==> src/rtl/core/dns_pkg.sv <==
// Shared types and widths for the depth normal shading block.
`default_nettype none

package dns_pkg;

   // Vertex component, neighbour difference and cross product widths
   localparam int VTX_W = 16;
   localparam int DIFF_W = VTX_W + 1;
   localparam int CROSS_W = 2 * DIFF_W;
   localparam int UNIT_W = 16;
   localparam int POS_W = 10;

   typedef struct packed {
      logic signed [VTX_W-1:0] x;
      logic signed [VTX_W-1:0] y;
      logic [VTX_W-1:0]        z;
   } vertex_type;

   // One classified request: four diagonal differences (UL, UR, DR, DL) minus centre
   typedef struct packed {
      logic                                 zero_depth;
      logic [3:0][2:0][DIFF_W-1:0]          diff;
      logic [POS_W-1:0]                     column;
      logic [POS_W-1:0]                     row;
   } item_type;

   // Neighbour minus centre, one component at a time
   function automatic logic [2:0][DIFF_W-1:0] vertex_sub(input vertex_type n,
                                                         input vertex_type c);
      logic [2:0][DIFF_W-1:0] d;
      d[0] = DIFF_W'(n.x) - DIFF_W'(c.x);
      d[1] = DIFF_W'(n.y) - DIFF_W'(c.y);
      d[2] = {1'b0, n.z} - {1'b0, c.z};
      return d;
   endfunction

endpackage

`default_nettype wire

==> src/rtl/core/dns_queue.sv <==
// Two-entry queue between the front and back of the shading block.
`default_nettype none

module dns_queue (
   input  wire logic              clock,
   input  wire logic              reset,
   input  wire logic              push,
   input  wire dns_pkg::item_type push_item,
   input  wire logic              pop,
   output logic                   full,
   output logic                   empty,
   output dns_pkg::item_type      head
);
   import dns_pkg::*;

   localparam logic [1:0] QUEUE_DEPTH = 2'd2;

   item_type   slot_ff [2];
   logic       wr_ptr_ff;
   logic       rd_ptr_ff;
   logic [1:0] count_ff;

   assign full  = (count_ff == QUEUE_DEPTH);
   assign empty = (count_ff == 2'd0);
   assign head  = slot_ff[rd_ptr_ff];

   // Storage
   always_ff @(posedge clock) begin
      if (push) begin
         slot_ff[wr_ptr_ff] <= push_item;
      end
   end

   // Pointers and fill level
   always_ff @(posedge clock) begin
      if (reset) begin
         wr_ptr_ff <= 1'b0;
         rd_ptr_ff <= 1'b0;
         count_ff  <= 2'd0;
      end else begin
         if (push) wr_ptr_ff <= ~wr_ptr_ff;
         if (pop) rd_ptr_ff <= ~rd_ptr_ff;
         case ({push, pop})
            2'b10:   count_ff <= count_ff + 2'd1;
            2'b01:   count_ff <= count_ff - 2'd1;
            default: count_ff <= count_ff;
         endcase
      end
   end

endmodule

`default_nettype wire

==> config.mk <==
export PLATFORM = sky130hd
export DESIGN_NAME = dns_queue
export DESIGN_NICKNAME = d
export VERILOG_FILES = /design/src/rtl/core/dns_pkg.sv /design/src/rtl/core/dns_queue.sv
export SDC_FILE = /design/constraint.sdc
export NUM_CORES = 1
export LEC_CHECK = 0
export BUFFER_PORTS_ARGS = -buffer_cell sky130_fd_sc_hd__buf_2
export CAP_MARGIN = 10
export CELL_PAD_IN_SITES_DETAIL_PLACEMENT = 2
export CELL_PAD_IN_SITES_GLOBAL_PLACEMENT = 2
export CORE_UTILIZATION = 35
export CTS_CLUSTER_SIZE = 14
export DETAILED_ROUTE_END_ITERATION = 8
export GPL_TIMING_DRIVEN = 0
export PLACE_DENSITY = 0.83
export REMOVE_ABC_BUFFERS = 1
export SLEW_MARGIN = 5
export SYNTH_ARGS = -nofsm -noshare
export SYNTH_HDL_FRONTEND = slang
export SYNTH_SLANG_ARGS = --single-unit
==> constraint.sdc <==
create_clock -name clock -period 18.19 [get_ports clock]
set_input_delay 0.9095 -clock clock [delete_from_list [all_inputs] [get_ports clock]]
set_output_delay 0.9095 -clock clock [all_outputs]
set_load 0.005 [all_outputs]
Word-level counts from Yosys, hierarchy flattened
Memory sizes are Yosys's and may differ from the RTL's. A register that Yosys moved wholly into a read port is not among the register bits.
Index checks and enable logic that the tools add are counted.
{ "word_totals": {"register_bits": 4, "in_bits": 229, "memories": 1, "out_inout_bits": 227, "mem_bits_rw": 450, "word_cells": 18} }
{ "op_classes": {"eq_ne": 3, "add_sub_neg": 2, "bitwise": 2, "mux": 5, "n_reduce_logical": 2} }
{ "memory_table": {"columns": ["memory", "depth", "word_bits", "rd", "rd_ports_with_merged_regs", "wr", "line_no", "source"], "rows": [
  ["slot_ff", 2, 225, 1, 1, 1, "dns_queue.sv:18", "item_type slot_ff [2];"]
]} }
{ "op_table": {"columns": ["operator", "n"], "rows": [
  ["2-bit equality test (second input constant)", 2],
  ["1-bit 2-to-1 mux", 4],
  ["2-bit case mux with 2 select lines", 1],
  ["2-bit by 1-bit adder with 2-bit output (second input constant)", 1],
  ["2-bit by 1-bit equality test with 1-bit output (second input constant)", 1],
  ["2-bit zero test", 1],
  ["1-bit NOT", 2],
  ["2-bit nonzero test", 1],
  ["2-bit by 1-bit subtractor with 2-bit output (second input constant)", 1]
]} }

Depth between registers and ports, before layout
Gate-level depths: netlist (run 1).
{ "logic_depth": {"ltp_word": 3, "ltp_mapped": 5, "depth_no_buf": 5} }

Least setup slack after synthesis (run 1)
No wires, ideal clock.
{ "synth_timing": {"kind": "input-to-reg", "start": "input port push", "end": "memory slot_ff[0][0] in the netlist's numbering (enable)", "path_buffers": 0, "setup_ns": 0.821, "setup_slack_ns": 6.984, "stages": 2, "t_required_ns": 17.369, "arrival_time_ns": 10.385, "path_cell_list": "inv_1 > nor2_1"} }
{ "synth_via": {"elab_chain_len": 2} }
{ "synth_lines": {"columns": ["item", "line_no", "source"], "rows": [
  ["start, declared", "dns_queue.sv:7", "input wire logic push,"],
  ["1-bit 2-to-1 mux", "dns_queue.sv:29", "if (push) begin"],
  ["1-bit 2-to-1 mux (implied by the code)", "dns_queue.sv:30", "slot_ff[wr_ptr_ff] <= push_item;"],
  ["end, declared", "dns_queue.sv:18", null]
]} }
No other way between the ends.

==> out/results.txt, run 1 <==
Max_cap viols: 0
Sequential share of the synthesized area: 79.83%
Vias post-DR: 8649
Post-CTS Hold Buffers: 0
Post_cts resized: 0
Worst path most repeated cell: buf_16
Max Root-Sink Buffers: 3
Crit path depth: 5
Skew final: 10.75 ps
Largest stage delay, worst path: 800 ps
Internal power: 1.911 mW
Critical-path maximum fanout: 44
Synth Cell Area: 17050 µm²
Clock transition at path regs: 50 ps
Area growth syn-to-layout: 28.01%
Register bit total from synthesis: 455
Die W: 222.7 µm
Fillers: 4419
Max Fclk: 264.0 MHz
Setup ws final: 14400 ps
DR DRC count: 0
Num CTS Buffers: 49
Max VDD drop: 0.07048 mV
Hold WC Path Type: flip-flop to flip-flop
Largest net degree at the start of global routing: 60
CTS sink cnt: 455
DRT iter0 DRCs: 363
Max_slew headroom: 47.95%
Worst path slowest cell: dfxtp_4
Clock share of power: 37.9%
Vias per inst: 4.593
Yosys warnings: 0
Core Footprint: 47950 µm²
DP Wirelength: 31020 µm
Drt pass-1 iters: 4
Reg2Reg Depth: 4
CP Launch Type: flip-flop
Sw Share: 22.18%
Commonest non-fill, non-tap cell in the layout: buf_2
ANT nets after route: 0
Lkg Pwr: 8.434 nW
DRT Wirelength: 43810 µm
Tmin final: 3788 ps
Std-Cell Rows: 80
Mapped Avg Cell Area: 23.62 µm²
Die Ht: 222.7 µm
GP Congestion: 0.7388
GRT Residual Overflow: 0
TritonCTS clock tree: built
Pwr dens: 112.5 nW/µm²
Sw Pwr: 0.5448 mW
Hold Violations, Final: 0
Status: complete, no violations
Root buffer cell: clkbuf_16
Final setup violation count: 0
Synth Instances: 722
Hold path cells: 2
Top Ports: 456
Share of layout cells above drive strength 1: 60.63%
CP required: 17280 ps
Top Family by Delay on Critical Path: buffers and inverters
First-pass GRT wire length: 63150 µm
Most frequent cells in the layout: buf_2, edfxtp_1, mux2_4, mux2_2, clkbuf_16
DP Worst Slack: 14910 ps
Final setup TNS: 0 ps
Nets: 1451
Number of global-route vias before repair: 9937
Comb pwr share: 11.3%
Initial antenna violation count: 16
Post-CTS setup repair buffer count: 0
Reg power frac: 50.8%
All-layer global routing usage: 17.28%
Crit-path cells: buf_16 -> buf_16 -> buf_16 -> mux2_2 -> buf_2
Initial Util: 35.57%
WS Path Type: flip-flop to output port
Full die area: 49610 µm²
Area taken by multi-input logic gates: 3208 µm²
Reg area: 13620 µm²
Detailed-route wire length per cell: 23.27 µm
Worst-Margin Slew: 778.9 ps
CP Capture Type: output port
CP arrival: 2880 ps
Port Buf Inserts: 455
Crit share post-route: 20.82%
H-tree Lvls: 2
Synth unique cells: 16
Worst-skew pair later-pin latency: 560 ps
Buf+Inv Stages, Crit Path: 4
Slew Viols, Final: 0
RSZ-0062 raised after global routing: false
routing by layer:
layer  up-vias  track usage, %  wire length, µm
li1       3900               -                -
met1      4340           16.97            15010
met2       295           32.72            24100
met3       102           5.673             3096
met4        12           7.430             1530
met5         -               0               76
sequential cells by signal (all words and copies together), names as in the netlist, named ones only:
register / flops
slot_ff: 450
rd_ptr_ff: 1
count_ff: 2
wr_ptr_ff: 1
logic make-up (layout without fill, tap and decap cells):
kind of cell / count (synthesis) / in the layout / share of synthesized area (%)
AND/OR/NAND/NOR: 9 / 9 / 0.2569
flip-flops: 455 / 455 / 79.83
other: 0 / 8 / 0
multiplexers: 225 / 225 / 18.16
XOR/XNOR: 4 / 4 / 0.2055
adder cells (fa/ha/maj): 1 / 1 / 0.07336
AO/OA/AOI/OAI: 2 / 2 / 0.05864
buffers and inverters: 26 / 564 / 1.416
cell type report:
cell class              instances  area share (%)
well taps                     615           3.525
flip-flops and latches        455           62.38
clock buffers                  66           6.105
multi-input cells             241           14.70
diodes                          8         0.09171
inverters                       1         0.01720
clock inverters                24          0.7222
repair buffers                473           12.46
power by group through the flow:
| stage | Combinational, mW | Sequential, mW | Clock (mW) |
|---|---|---|---|
| 6_report | 0.278 | 1.25 | 0.930 |
| 5_1_grt | 0.297 | 1.25 | 0.995 |
| 3_5_place_dp | 0.283 | 1.27 | 0 |
| 3_3_place_gp | 0.293 | 1.32 | 0 |
| 4_1_cts | 0.285 | 1.25 | 0.965 |
| 2_1_floorplan | 0.164 | 1.29 | 0 |
synthesized netlist by cell type:
master / instances / area, µm²
o21ai_0: 1 / 5.000
buf_2: 7 / 35.03
dfxtp_1: 5 / 100.1
or3_1: 1 / 6.260
edfxtp_1: 450 / 13510
xor2_1: 1 / 8.760
buf_6: 18 / 202.7
mux2_4: 150 / 2252
mux2_2: 75 / 844.6
inv_1: 1 / 3.750
a21oi_1: 1 / 5.000
xnor2_1: 3 / 26.28
and2_1: 1 / 6.260
nor2_1: 6 / 22.52
and2b_2: 1 / 8.760
ha_1: 1 / 12.51
tightest hold or removal path: cells and delay by family (launching register included):
kind / cells / cell delay (ps)
and+or+nand+nor: 1 / 80
xor gates and xnor gates: 1 / 80
DFF: 1 / 320
stage by stage:
| step | power [mW] | hold slack (ps) | utilization [%] | cell area [µm²] | instances |
|---|---|---|---|---|---|
| CTS | 2.500 | 474.8 | 45.49 | 21810 | 1875 |
| global placement | 1.609 | 481.5 | 41.42 | 19860 | 1767 |
| detailed placement | 1.553 | 511.4 | 42.38 | 20320 | 1785 |
| finish | 2.456 | 520.0 | 45.53 | 21830 | 1883 |
| floorplan | 1.459 | 461.4 | - | 16810 | 697 |
| global route | 2.544 | 491.5 | 45.52 | 21830 | 1882 |
path summary, 6_finish.rpt:
path | startpoint | end | slack [ps]
max | flip-flop | head[26] | 14400
min | rd_ptr_ff$_SDFFE_PP0P_ | rd_ptr_ff$_SDFFE_PP0P_ | 520
max reg2reg | wr_ptr_ff$_SDFFE_PP0P_ | slot_ff[0][67]$_DFFE_PP_ | 16130
min reg2reg | rd_ptr_ff$_SDFFE_PP0P_ | rd_ptr_ff$_SDFFE_PP0P_ | 520
Note: power is estimated with default switching activity, not from simulation.
==> run 2: changes to the inputs <==
--- a/config.mk
+++ b/config.mk
@@ -5,6 +5,7 @@
 export SDC_FILE = /design/constraint.sdc
 export NUM_CORES = 1
 export LEC_CHECK = 0
+export ABC_AREA = 1
 export BUFFER_PORTS_ARGS = -buffer_cell sky130_fd_sc_hd__buf_2
 export CAP_MARGIN = 10
 export CELL_PAD_IN_SITES_DETAIL_PLACEMENT = 2
@@ -13,7 +14,7 @@
 export CTS_CLUSTER_SIZE = 14
 export DETAILED_ROUTE_END_ITERATION = 8
 export GPL_TIMING_DRIVEN = 0
-export PLACE_DENSITY = 0.83
+export PLACE_DENSITY = 0.86
 export REMOVE_ABC_BUFFERS = 1
 export SLEW_MARGIN = 5
 export SYNTH_ARGS = -nofsm -noshare
==> constraint.sdc (replaced) <==
create_clock -name clock -period 3.2 [get_ports clock]
set_input_delay 0.16 -clock clock [delete_from_list [all_inputs] [get_ports clock]]
set_output_delay 0.16 -clock clock [all_outputs]
set_load 0.005 [all_outputs]
==> run 2 against run 1 <==
- setup slack worse by 14000 ps
- sequential cell count did not move
- sequential share of layout area decreased by 5.8 points
- wire length rose by 24%
- non-clock buffer count grew 227
- largest power group unchanged
- hold slack got worse by 200 ps
- critical path depth decreased by 1
- register-to-register slack lost 15000 ps
- sequential power grew to 5.6 times the previous value
- synthesized cell count rose by 1.5%
- core utilization grew 4.6 points
- final area rose by 10%
==> out/results.txt, run 2 <==
CP required: 3040 ps (was 17280 ps)
Hold Violations, Final: 0 (unchanged)
TritonCTS clock tree: built (unchanged)
Worst-skew pair later-pin latency: 570 ps (was 560 ps)
First-pass GRT wire length: 78170 µm (was 63150 µm)
Comb pwr share: 12.5% (was 11.3%)
Number of global-route vias before repair: 11730 (was 9937)
Max Fclk: 337.6 MHz
Tot Pwr: 14.17 mW (was 2.456 mW)
Detailed-route wire length per cell: 25.74 µm (was 23.27 µm)
Post_cts resized: 0 (unchanged)
CP Capture Type: output port (unchanged)
Initial antenna violation count: 6 (was 16)
Largest net degree at the start of global routing: 114 (was 60)
Clock share of power: 37.7% (was 37.9%)
Port Buf Inserts: 455 (unchanged)
Number of flip-flops in the largest register: 450 (unchanged)
Share of layout cells above drive strength 1: 51.07% (was 60.63%)
Synth unique cells: 15 (was 16)
Sw Pwr: 3.326 mW (was 0.5448 mW)
All-layer global routing usage: 21.62% (was 17.28%)
Slew Viols, Final: 0 (unchanged)
Lkg Pwr: 9.392 nW (was 8.434 nW)
Mapped Avg Cell Area: 23.29 µm² (was 23.62 µm²)
Placement-stage cell area: 20300 µm² (was 20320 µm²)
Synth Instances: 733 (was 722)
Tmin final: 2962 ps
Core Footprint: 47950 µm² (unchanged)
Status: complete, no violations (unchanged)
Critical-path maximum fanout: 47 (was 44)
GRT Residual Overflow: 0 (unchanged)
DP Worst Slack: 855.7 ps (was 14910 ps)
Sw Share: 23.47% (was 22.18%)
CTS sink cnt: 455 (unchanged)
H-tree Lvls: 2 (unchanged)
Synth area leaders: edfxtp_1, mux2_4, mux2_2 (unchanged)
Post-CTS setup repair buffer count: 0 (unchanged)
RSZ-0062 raised after global routing: false (unchanged)
ANT nets after route: 0 (unchanged)
Biggest registers after layout: slot_ff x450, count_ff x2 (unchanged)
Fraction of synthesis flops using an asynchronous set or reset pin: 0% (unchanged)
Vias per inst: 4.644 (was 4.593)
WS Path Type: flip-flop to output port (unchanged)
Cell area after layout: 24050 µm² (was 21830 µm²)
Most frequent cells in the layout: buf_2, edfxtp_1, dlygate4sd3_1, mux2_4, mux2_2 (was buf_2, edfxtp_1, mux2_4, mux2_2, clkbuf_16)
Synth top area share: 79.15% (was 79.24%)
Max Root-Sink Buffers: 3 (unchanged)
Post-synth EDFFs: 450 (unchanged)
Top Ports: 456 (unchanged)
Vias post-DR: 9812 (was 8649)
Final setup TNS: 0 ps (unchanged)
Max_cap viols: 0 (unchanged)
Synth Cell Area: 17070 µm² (was 17050 µm²)
Root buffer cell: clkbuf_16 (unchanged)
Area growth syn-to-layout: 40.89% (was 28.01%)
Std-Cell Rows: 80 (unchanged)
Setup ws final: 238.1 ps (was 14400 ps)
Die W: 222.9 µm (was 222.7 µm)
Initial Util: 35.61% (was 35.57%)
Full die area: 49670 µm² (was 49610 µm²)
Worst-Margin Slew: 865.5 ps (was 778.9 ps)
Final setup violation count: 0 (unchanged)
Yosys warnings: 0 (unchanged)
Largest register by flop count: slot_ff (unchanged)
DR DRC count: 0 (unchanged)
CP Launch Type: flip-flop (unchanged)
Top cells by count, synth: edfxtp_1, mux2_4, mux2_2 (unchanged)
Synth area leader: edfxtp_1 (unchanged)
DP Wirelength: 31260 µm (was 31020 µm)
Reg power frac: 49.8% (was 50.8%)
Crit share post-route: 92.56%
DRT iter0 DRCs: 400 (was 363)
Register bit total from synthesis: 455 (unchanged)
Pwr dens: 589.2 nW/µm² (was 112.5 nW/µm²)
Sequential share of the synthesized area: 79.74% (was 79.83%)
Nets: 1689 (was 1451)
Ys flop type: edfxtp_1 (unchanged)
GP Congestion: 0.7253 (was 0.7388)
DRT Wirelength: 54400 µm (was 43810 µm)
CP arrival: 2800 ps (was 2880 ps)
Internal power: 10.85 mW (was 1.911 mW)
Max_slew headroom: 42.30% (was 47.95%)
Fillers: 4286 (was 4419)
Drt pass-1 iters: 4 (unchanged)
Clock transition at path regs: 60 ps (was 50 ps)
Hold_ws: 319.6 ps (was 520.0 ps)
Most common cell in the netlist: edfxtp_1 (unchanged)
Commonest non-fill, non-tap cell in the layout: buf_2 (unchanged)
Hold WC Path Type: input port to flip-flop (was flip-flop to flip-flop)
Skew final: 15.61 ps (was 10.75 ps)
Num CTS Buffers: 49 (unchanged)
Max VDD drop: 0.6344 mV (was 0.07048 mV)
Die Ht: 222.9 µm (was 222.7 µm)
[run 2: changes by cell type in the layout (fill, tap and decap cells not counted), sizes merged, moves of 3 or more]
cell / delta
dlygate4sd3: +229
nor2: +4
clkinv: +3
diode: -4
clkbuf: -8
inv: +7
nand2: +5
[run 2: layout make-up]
| cell class | count | area [µm²] | share of cell area, % |
|---|---|---|---|
| clock buffers | 58 | 1260 | 5.238 |
| repair buffers | 700 | 4972 | 20.67 |
| multi-input cells | 246 | 3203 | 13.32 |
| inverters | 7 | 33.78 | 0.1404 |
| flip-flops and latches | 455 | 13620 | 56.61 |
| clock inverters | 28 | 187.7 | 0.7803 |
| well taps | 615 | 769.5 | 3.199 |
| diodes | 4 | 10.01 | 0.04161 |
[run 2: path summary, 6_finish.rpt]
kind,start,endpoint,slack (ps),depth (start not counted)
max,flip-flop,head[31],240,4
min,push_item[1],slot_ff[0][1]$_DFFE_PP_,320,2
max reg2reg,wr_ptr_ff$_SDFFE_PP0P_,slot_ff[0][118]$_DFFE_PP_,1060,5
min reg2reg,wr_ptr_ff$_SDFFE_PP0P_,wr_ptr_ff$_SDFFE_PP0P_,570,2
[run 2: worst max-delay path, cell delays in order, from the launching register on]
cell	delay, ps
dfxtp_4	910
buf_16	350
buf_16	320
mux2_2	380
buf_2	140
[run 2: power by group through the flow]
| stage | registers [mW] | logic [mW] | clock network [mW] |
|---|---|---|---|
| 5_1_grt | 7.08 | 1.87 | 5.66 |
| 2_1_floorplan | 7.28 | 0.887 | 0 |
| 4_1_cts | 7.04 | 1.74 | 5.40 |
| 3_5_place_dp | 7.16 | 1.49 | 0 |
| 6_report | 7.06 | 1.78 | 5.34 |
| 3_3_place_gp | 7.39 | 1.57 | 0 |
[run 2: logic make-up after synthesis]
group	after synthesis	share of synthesized area, %
muxes	225	18.14
and+or+nand+nor	17	0.3958
xor gates and xnor gates	1	0.05131
DFF	455	79.74
adders and majority gates	1	0.07328
buffers and inverters	32	1.546
AOI/OAI and AO/OA	2	0.05857
[run 2: metrics by stage]
step	utilization (%)	std cells
6_report	50.17	2113
5_1_grt	50.17	2113
4_1_cts	50.15	2109
3_5_place_dp	42.35	1794
3_3_place_gp	41.47	1778
2_1_floorplan	-	708
[run 2: routing by layer]
metal  vias up  routed length, µm  track usage, %
met5         -                 30               0
met4         4               1815           8.187
met3       103               2965           5.149
met2       352              30210           42.10
met1      4986              19380           22.02
li1       4367                  -               -
[run 2: repair_timing]
| action | in CTS | in global routing |
|---|---|---|
| hold buffers | 229 | 0 |
| setup endpoints to repair | 0 | 0 |
| hold endpoints to repair | 455 | 0 |
==> run 3: changes to the inputs <==
--- a/config.mk
+++ b/config.mk
@@ -10,6 +10,7 @@
 export CAP_MARGIN = 10
 export CELL_PAD_IN_SITES_DETAIL_PLACEMENT = 2
 export CELL_PAD_IN_SITES_GLOBAL_PLACEMENT = 2
+export CORE_MARGIN = 5
 export CORE_UTILIZATION = 35
 export CTS_CLUSTER_SIZE = 14
 export DETAILED_ROUTE_END_ITERATION = 8
==> constraint.sdc (replaced) <==
create_clock -name clock -period 3.2 [get_ports clock]
set_input_delay 0 -clock clock [delete_from_list [all_inputs] [get_ports clock]]
set_output_delay 0 -clock clock [all_outputs]
set_load 0.005 [all_outputs]
==> run 3 against run 2 <==
- final area hardly changed
- total power rose by 0.91%
- clock power rose by 2%
- first-iteration DRC count rose by 32%
==> out/results.txt, run 3 (synthesized netlist as in run 2, its figures left out) <==
Status: complete, no violations (unchanged)
Vias post-DR: 9841 (was 9812)
Max Root-Sink Buffers: 3 (unchanged)
DRT iter0 DRCs: 529 (was 400)
Clock transition at path regs: 60 ps (about the same)
CP arrival: 2940 ps (was 2800 ps)
Area growth syn-to-layout: 40.87% (was 40.89%)
CP Capture Type: output port (unchanged)
FF-to-FF Start: wr_ptr_ff$_SDFFE_PP0P_ (unchanged)
Tmin final: 2938 ps (was 2962 ps)
DRT Wirelength: 56450 µm (was 54400 µm)
CTS sink cnt: 455 (unchanged)
All-layer global routing usage: 20.66% (was 21.62%)
Initial Util: 35.10% (was 35.61%)
Core Footprint: 48650 µm² (was 47950 µm²)
H-tree Lvls: 2 (unchanged)
Tot Pwr: 14.30 mW (was 14.17 mW)
WS Path Type: flip-flop to output port (unchanged)
Hold WC Path Type: input port to flip-flop (unchanged)
DP Wirelength: 32510 µm (was 31260 µm)
R2R Setup Slk: 960 ps (was 1060 ps)
GRT Residual Overflow: 0 (unchanged)
Final Util: 49.44% (was 50.17%)
Max VDD drop: 0.6532 mV (was 0.6344 mV)
Die Ht: 230.9 µm (was 222.9 µm)
GP Congestion: 0.7438 (was 0.7253)
Port Buf Inserts: 455 (unchanged)
Max_cap viols: 0 (unchanged)
Nets: 1688 (was 1689)
Root buffer cell: clkbuf_16 (unchanged)
CP Launch Type: flip-flop (unchanged)
Max Fclk: 340.4 MHz (was 337.6 MHz)
Detailed-route wire length per cell: 26.73 µm (was 25.74 µm)
First-pass GRT wire length: 81430 µm (was 78170 µm)
Biggest registers after layout: slot_ff x450, count_ff x2 (unchanged)
Top Ports: 456 (unchanged)
Drt pass-1 iters: 4 (unchanged)
Max_slew headroom: 56.96% (was 42.30%)
Fillers: 4382 (was 4286)
Largest register by flop count: slot_ff (unchanged)
Largest net degree at the start of global routing: 104 (was 114)
Critical-path maximum fanout: 51 (was 47)
Crit share post-route: 91.82% (was 92.56%)
Commonest non-fill, non-tap cell in the layout: buf_2 (unchanged)
Std-Cell Rows: 81 (was 80)
Hold_ws: 162.5 ps (was 319.6 ps)
Crit-path cells: buf_16 -> buf_16 -> buf_16 -> mux2_2 -> buf_2 (was buf_16 -> buf_16 -> mux2_2 -> buf_2)
Most frequent cells in the layout: buf_2, edfxtp_1, dlygate4sd3_1, mux2_4, mux2_2 (unchanged)
TritonCTS clock tree: built (unchanged)
ANT nets after route: 0 (unchanged)
Hold Violations, Final: 0 (unchanged)
Pwr dens: 594.7 nW/µm² (was 589.2 nW/µm²)
CP required: 3200 ps (was 3040 ps)
Skew final: 22.00 ps (was 15.61 ps)
Number of flip-flops in the largest register: 450 (unchanged)
Largest stage delay, worst path: 740 ps (was 910 ps)
Die W: 230.9 µm (was 222.9 µm)
Slew Viols, Final: 0 (unchanged)
Initial antenna violation count: 5 (was 6)
Final setup violation count: 0 (unchanged)
Full die area: 53300 µm² (was 49670 µm²)
Num CTS Buffers: 48 (was 49)
RSZ-0062 raised after global routing: false (unchanged)
Area taken by multi-input logic gates: 3203 µm² (unchanged)
Vias per inst: 4.660 (was 4.644)
Critical path endpoint: head[222] (was head[31])
Share of layout cells above drive strength 1: 51.14% (was 51.07%)
Worst flop-to-flop path endpoint: slot_ff[0][140]$_DFFE_PP_ (was slot_ff[0][118]$_DFFE_PP_)
Reg area: 13620 µm² (unchanged)
Post_cts resized: 0 (unchanged)
Reg2Reg Depth: 5 (unchanged)
Worst-Margin Slew: 645.6 ps (was 865.5 ps)
DR DRC count: 0 (unchanged)
Number of global-route vias before repair: 11690 (was 11730)
Worst path most repeated cell: buf_16 (unchanged)
Worst-skew pair later-pin latency: 570 ps (about the same)
Worst path slowest cell: dfxtp_4 (unchanged)
Lkg Pwr: 9.372 nW (was 9.392 nW)
[run 3: cell types whose count changed in the layout (fill, tap and decap cells not counted), sizes merged]
cell,before,now
inv,9,7
clkinvlp,0,2
bufinv,2,4
clkinv,24,13
clkbuf,58,59
[run 3: area by class of cell]
type,count,share of cell area (%)
tap,622,3.236
multi-input combinational,246,13.32
sequential,455,56.62
clock inverter,19,0.8116
clock buffer,59,5.254
antenna,4,0.04162
inverter,7,0.1405
timing repair buffer,700,20.58
[run 3: critical path: cells and delay by family, from the launching register on]
kind,cells,cell delay (ps)
buf+inv,4,1150
flops,1,740
mux,1,410
[run 3: worst min path at each step]
stage / slack, ps / to / depth (start not counted) / from
floorplan: 70 / flip-flop / 1 / reset
global placement: 190 / slot_ff[0][62]$_DFFE_PP_ / 1 / push_item[62]
detailed placement: 190 / slot_ff[1][14]$_DFFE_PP_ / 1 / push_item[14]
CTS: 110 / slot_ff[1][10]$_DFFE_PP_ / 2 / push_item[10]
global route: 140 / slot_ff[0][84]$_DFFE_PP_ / 2 / push_item[84]
finish: 160 / slot_ff[1][199]$_DFFE_PP_ / 2 / push_item[199]
[run 3: metrics by stage]
step | worst slack (ps) | TNS [ps] | area, µm² | instances
2_1_floorplan | -7246 | -3201210 | 16830 | 708
3_3_place_gp | -13130 | -5920890 | 19890 | 1785
3_5_place_dp | 801.8 | 0 | 20290 | 1801
4_1_cts | 179.0 | 0 | 24040 | 2108
5_1_grt | 105.6 | 0 | 24050 | 2112
6_report | 261.9 | 0 | 24050 | 2112
[run 3: power breakdown]
group	switching [mW]	total [mW]	internal, mW
logic	0.821	1.79	0.967
clock network	2.36	5.47	3.10
registers	0.138	7.05	6.91
[run 3: metal layers]
metal	vias to the layer above	GRT usage, %	share of wire [%]
met5	-	0	0.012
met4	2	6.984	3.2
met3	96	5.362	6.0
met2	379	40.41	56
met1	5008	21.17	35
li1	4356	-	-
[run 3: repair_timing]
| item | CTS | global route |
|---|---|---|
| endpoints found under the hold margin | 467 | 0 |
| hold buffers | 229 | 0 |
| endpoints found under the setup margin | 0 | 0 |
| setup buffers | 0 | 0 |
